==> src/rtl/core/sobel_pkg.sv <==
// Shared constants and types for the Sobel edge glow core.
package sobel_pkg;

   localparam int PIX_W   = 8;
   localparam int COORD_W = 11;
   localparam int CFG_W   = 12;

   // widest supported row; sets line buffer depth and width clamp
   localparam int MAX_WIDTH = 2048;

   localparam logic [2:0] REG_FRAME_WIDTH  = 3'd0;
   localparam logic [2:0] REG_FRAME_HEIGHT = 3'd1;
   localparam logic [2:0] REG_FULL_RANGE   = 3'd2;
   localparam logic [2:0] REG_BLEND_WEIGHT = 3'd3;
   localparam logic [2:0] REG_EDGE_GAIN    = 3'd4;

   localparam logic [7:0] VIDEO_LO = 8'd16;
   localparam logic [7:0] VIDEO_HI = 8'd235;

   // one result slot
   typedef struct packed {
      logic [7:0]  value;
      logic [10:0] row;
      logic [10:0] column;
      logic        frame_done;
   } result_type;

   // job handed from the window stage to the edge unit
   typedef struct packed {
      logic [7:0] tl, tm, tr, ml, mm, mr, bl, bm, br;
   } window_type;

endpackage

==> src/rtl/core/sobel_edge.sv <==
// Sobel gradient, iterative square root, gain and blend for one window.
module sobel_edge (
   input  logic                    clock,
   input  logic                    reset,
   input  logic                    start,
   input  sobel_pkg::window_type   win,
   input  logic                    full_range,
   input  logic [8:0]              blend_weight,
   input  logic [9:0]              edge_gain,
   output logic                    done,
   output logic [7:0]              result
);
   typedef enum logic [2:0] {S_IDLE, S_GRAD, S_SQ, S_ROOT, S_GAIN, S_BLEND, S_OUT} state_type;

   state_type   state_ff;
   logic signed [11:0] gx_ff, gy_ff;
   logic [21:0] v_ff;
   logic [21:0] res_ff;
   logic [21:0] bit_ff;
   logic [19:0] s_ff;
   logic [7:0]  mm_ff;
   logic [7:0]  out_ff;
   logic        done_ff;

   logic signed [11:0] gx_in, gy_in;
   logic [21:0] sum_rb;
   logic [7:0]  lo, hi;
   logic [10:0] mag3;
   logic [20:0] scaled;
   logic [9:0]  sat;
   logic [7:0]  clamped;
   logic [8:0]  w;
   logic [17:0] mix;
   logic [9:0]  mixs;

   always_comb begin
      gx_in = (12'(win.tr) + {3'd0, win.mr, 1'b0} + 12'(win.br))
            - (12'(win.tl) + {3'd0, win.ml, 1'b0} + 12'(win.bl));
      gy_in = (12'(win.bl) + {3'd0, win.bm, 1'b0} + 12'(win.br))
            - (12'(win.tl) + {3'd0, win.tm, 1'b0} + 12'(win.tr));
      sum_rb = res_ff + bit_ff;
      lo = full_range ? 8'd0 : sobel_pkg::VIDEO_LO;
      hi = full_range ? 8'd255 : sobel_pkg::VIDEO_HI;
      mag3 = 11'((12'(res_ff) * 12'd3) >> 1);
      scaled = 21'((32'(mag3) * 32'(edge_gain)) >> 8);
      sat = (scaled > 21'd1000) ? 10'd1000 : scaled[9:0];
      if (sat < 10'(lo)) clamped = lo;
      else if (sat > 10'(hi)) clamped = hi;
      else clamped = sat[7:0];
      w = (blend_weight > 9'd256) ? 9'd256 : blend_weight;
      mix = 18'(((9'd256 - w) * s_ff[7:0]) + (w * mm_ff));
      mixs = 10'(mix >> 8);
   end

   always_ff @(posedge clock) begin
      if (reset) begin
         state_ff <= S_IDLE;
         done_ff  <= 1'b0;
      end else begin
         done_ff <= 1'b0;
         unique case (state_ff)
            S_IDLE: if (start) begin
               gx_ff <= gx_in;
               gy_ff <= gy_in;
               mm_ff <= win.mm;
               state_ff <= S_GRAD;
            end
            S_GRAD: begin
               // one product per cycle
               v_ff <= 22'(gx_ff * gx_ff);
               state_ff <= S_SQ;
            end
            S_SQ: begin
               v_ff <= v_ff + 22'(gy_ff * gy_ff);
               res_ff <= '0;
               bit_ff <= 22'h100000;
               state_ff <= S_ROOT;
            end
            S_ROOT: begin
               // one result bit per cycle; leading-bit skip not needed
               if (v_ff >= sum_rb) begin
                  v_ff   <= v_ff - sum_rb;
                  res_ff <= (res_ff >> 1) + bit_ff;
               end else begin
                  res_ff <= res_ff >> 1;
               end
               bit_ff <= bit_ff >> 2;
               if (bit_ff == 22'd1) state_ff <= S_GAIN;
            end
            S_GAIN: begin
               s_ff <= 20'(clamped);
               state_ff <= S_BLEND;
            end
            S_BLEND: begin
               if (mixs < 10'(lo)) out_ff <= lo;
               else if (mixs > 10'(hi)) out_ff <= hi;
               else out_ff <= mixs[7:0];
               state_ff <= S_OUT;
            end
            S_OUT: begin
               done_ff  <= 1'b1;
               state_ff <= S_IDLE;
            end
            default: state_ff <= S_IDLE;
         endcase
      end
   end

   assign done   = done_ff;
   assign result = out_ff;
endmodule

==> config.mk <==
export PLATFORM = sky130hd
export DESIGN_NAME = sobel_edge
export DESIGN_NICKNAME = d
export VERILOG_FILES = /design/src/rtl/core/sobel_pkg.sv /design/src/rtl/core/sobel_edge.sv
export SDC_FILE = /design/constraint.sdc
export NUM_CORES = 2
export LEC_CHECK = 0
export BUFFER_PORTS_ARGS = -buffer_cell sky130_fd_sc_hd__buf_2
export CORE_MARGIN = 5
export CORE_UTILIZATION = 49
export CTS_BUF_LIST = sky130_fd_sc_hd__clkbuf_8 sky130_fd_sc_hd__clkbuf_16
export DETAILED_ROUTE_END_ITERATION = 16
export PLACE_DENSITY = 0.66
export SLEW_MARGIN = 20
export SYNTH_ARGS = -nofsm -noshare
export SYNTH_HDL_FRONTEND = slang
export SYNTH_SLANG_ARGS = --single-unit
==> constraint.sdc <==
create_clock -name clock -period 8.67 [get_ports clock]
set_clock_uncertainty 0.05 [all_clocks]
set_input_delay 1.734 -clock clock [delete_from_list [all_inputs] [get_ports clock]]
set_output_delay 1.734 -clock clock [all_outputs]
set_load 0.01 [all_outputs]
==> qor.yml <==
final_layout:
  final_common_cell: "inv_1"
  area_delta_synth_final_pct: 7.99
  multiInputGateArea_sq_um: 22200
  final_area_sq_um: 29900
  final_cell_mix: "597 x inv_1, 512 x fa_1, 315 x ha_1, 250 x nand2_1, 201 x and2_1"
  nNetsFinal: 3942
  final_layout_size_suffix_gt1_share_pct: 8.61
  final-seq-area_sq_um: 3170
  n_fill_cell: 5132
  diodes: 0
worst_setup_path:
  worst_path_most_repeated_cell: "fa_1"
  crit_type: "input port to flop"
  cp-startpoint: "blend_weight[8]"
  timing.rr.start: "res_ff[1]"
  critPathMaxFanout: 8
  cpMaxStageDelayCell: "fa_1"
  crit_end: "result[2]"
  r2r_setup_slack_ns: 0.34
  cp-end-kind: "flop"
  arrival_ns: 8.51
  r2r_end: "s_ff[4]"
  worst-path-buf-inv: 6
  r2r_cells: 32
  max_stage_delay_ns: 0.56
  required_ns: 8.76
  crit_family: "adder cells"
  start_kind: "input port"
  crit_cells: 29
timing:
  worst_pin_slew_ns: 0.971
  fmax_mhz: 119
  min_period_ns: 8.42
  slew_viol_final: 0
  hold_slack_ns: 0.576
  fin_crit_sh_pct: 97.1
  hold_viol: 0
  slew_headroom_pct: 35.3
  finalSetupViolCount: 0
route:
  wl_met1_mm: 24.7
  postRouteAntennaNets: 0
  drtPass1Iterations: 5
  wl_met2_mm: 32.6
  wl_per_cell_microns: 16.1
  route.detailed.drc: 0
  routed_wl_mm: 60.7
  routed-wl-met3_mm: 1.95
  drt_iter0_drc: 1074
  num_vias: 19854
  via_per_inst: 5.26
  top_layer: "met4"
floorplanning:
  start_util_pct: 49.4
  design.die.area_sq_um: 61400
  die-width_microns: 248
  core_area_sq_um: 56200
  die_y_microns: 248
  num_rows: 87
  pin_count: 104
synth:
  synthFlopType: "edfxtp_1"
  syn_inst: 2896
  yosys_register_bits: 107
  ys_seq_area_share_pct: 11.4
  netlist.area_leader.share_pct: 37.0
  syn_area_per_cell_sq_um: 9.57
  netlist_area_sq_um: 27700
  ys_warn_count: 0
  synth_edf_count: 103
  synth_cell_types: 74
  async_reset_ff_share_pct: 0
  netlist_top_cells_area: "fa_1 37%, ha_1 14%, edfxtp_1 11%"
  synth_area_leader_cell: "fa_1"
min_path:
  hold_class: "flop to flop"
  hp-start: "state_ff[2]"
cts:
  cts.sinks: 107
  cts_made_buffers: 9
  clk_pin_slew_ns: 0.10
  htreeDepth: 3
  cts_tree: "done"
  clock_latency_ns: 0.40
  cts-root-buf: "clkbuf_16"
  cts_buffer_depth: 2
grt:
  grt_pass1_wl_mm: 104
  antenna_found_initial: 1
  grt_start_max_net_pins: 55
  grt_pass1_vias: 21866
  overflow: 0
  grt_usage_pct: 20.5
placement:
  gp_congestion: 0.903
  portBuffers: 103
  dp_hpwl_mm: 51.7
  place_area_sq_um: 29500
job:
  maxCapViolations: 0
status:
  status: "finished clean"
## cell families (layout without fill, tap and decap cells)
family / Yosys count / count (layout) / synth area share [%]
muxes: 16 / 16 / 0.614
adders and majority gates: 831 / 831 / 51.4
DFF: 107 / 107 / 11.4
buffers and inverters: 687 / 791 / 9.36
other: 2 / 23 / 0.0271
and+or+nand+nor: 734 / 734 / 13.6
AOI/OAI and AO/OA: 358 / 358 / 8.48
xor gates and xnor gates: 161 / 161 / 5.09
## final cells by class
class | count | share of cell area, %
Sequential cell | 107 | 10.6
Timing Repair Buffer | 178 | 3.64
Inverter | 597 | 7.49
Tap cell | 756 | 3.16
Multi-Input combinational cell | 2123 | 74.1
Clock inverter | 7 | 0.288
Clock buffer | 9 | 0.752
## stage by stage
step                instances  worst slack, ns  util, %  setup TNS, ns
finish                   3777            0.250     53.3              0
global route             3777          -0.0277     53.3        -0.0277
CTS                      3773          0.00151     53.1              0
detailed placement       3757           -0.113     52.5         -0.431
global placement         3757           0.0626     52.5              0
floorplan                2917           0.0250        -              0
## worst reg2reg max path, delay by kind of cell, from the launching register on
kind            cells  cell delay [ns]
mux                 1             0.17
buf+inv             5             0.25
xor+xnor            1             0.20
flops               1             0.44
fa+ha+maj           8             3.36
compound gates     11             2.11
simple gates        6             1.52
## flip-flops by register name, summed over array words and instances, names as in the netlist
name	flops
res_ff	22
v_ff	22
gx_ff	12
gy_ff	12
bit_ff	11
mm_ff	8
result	8
s_ff	8
state_ff	3
done	1
## cells in the mapped netlist (all sizes together), types with 18 or more instances
library cell  number
o21bai            22
and2             204
xor2              62
a211oi            18
xnor2             99
nand2b            31
clkbuf            81
a31oi             31
nor2b             24
edfxtp           103
a21o              28
nand2            250
ha               318
inv              597
o21ai             58
a21oi            112
fa               513
nor3              41
nand3             30
nor2              68
## routing by layer
| metal | track usage [%] | up-vias |
|---|---|---|
| li1 | - | 9388 |
| met1 | 25.6 | 9982 |
| met2 | 38.0 | 387 |
| met3 | 2.16 | 97 |
| met4 | 5.56 | 0 |
| met5 | 0 | - |
## worst min path at each step
| stage | endpoint | cells past startpoint |
|---|---|---|
| after detailed placement | done | 2 |
| after global routing | done | 2 |
| final | done | 2 |
| after global placement | done | 2 |
| after CTS | done | 2 |
| after floorplan | v_ff[2] | 2 |
## repair_timing
action	CTS	global route
gates resized for setup	3	23
cloned	0	0
endpoints found under the setup margin	1	10
hold buffers	0	0
pin swaps	1	12
setup buffers	0	4
Power is left out: the tool's default activity adds up to more than one toggle a clock period on the data nets, which glitch-free logic cannot reach.
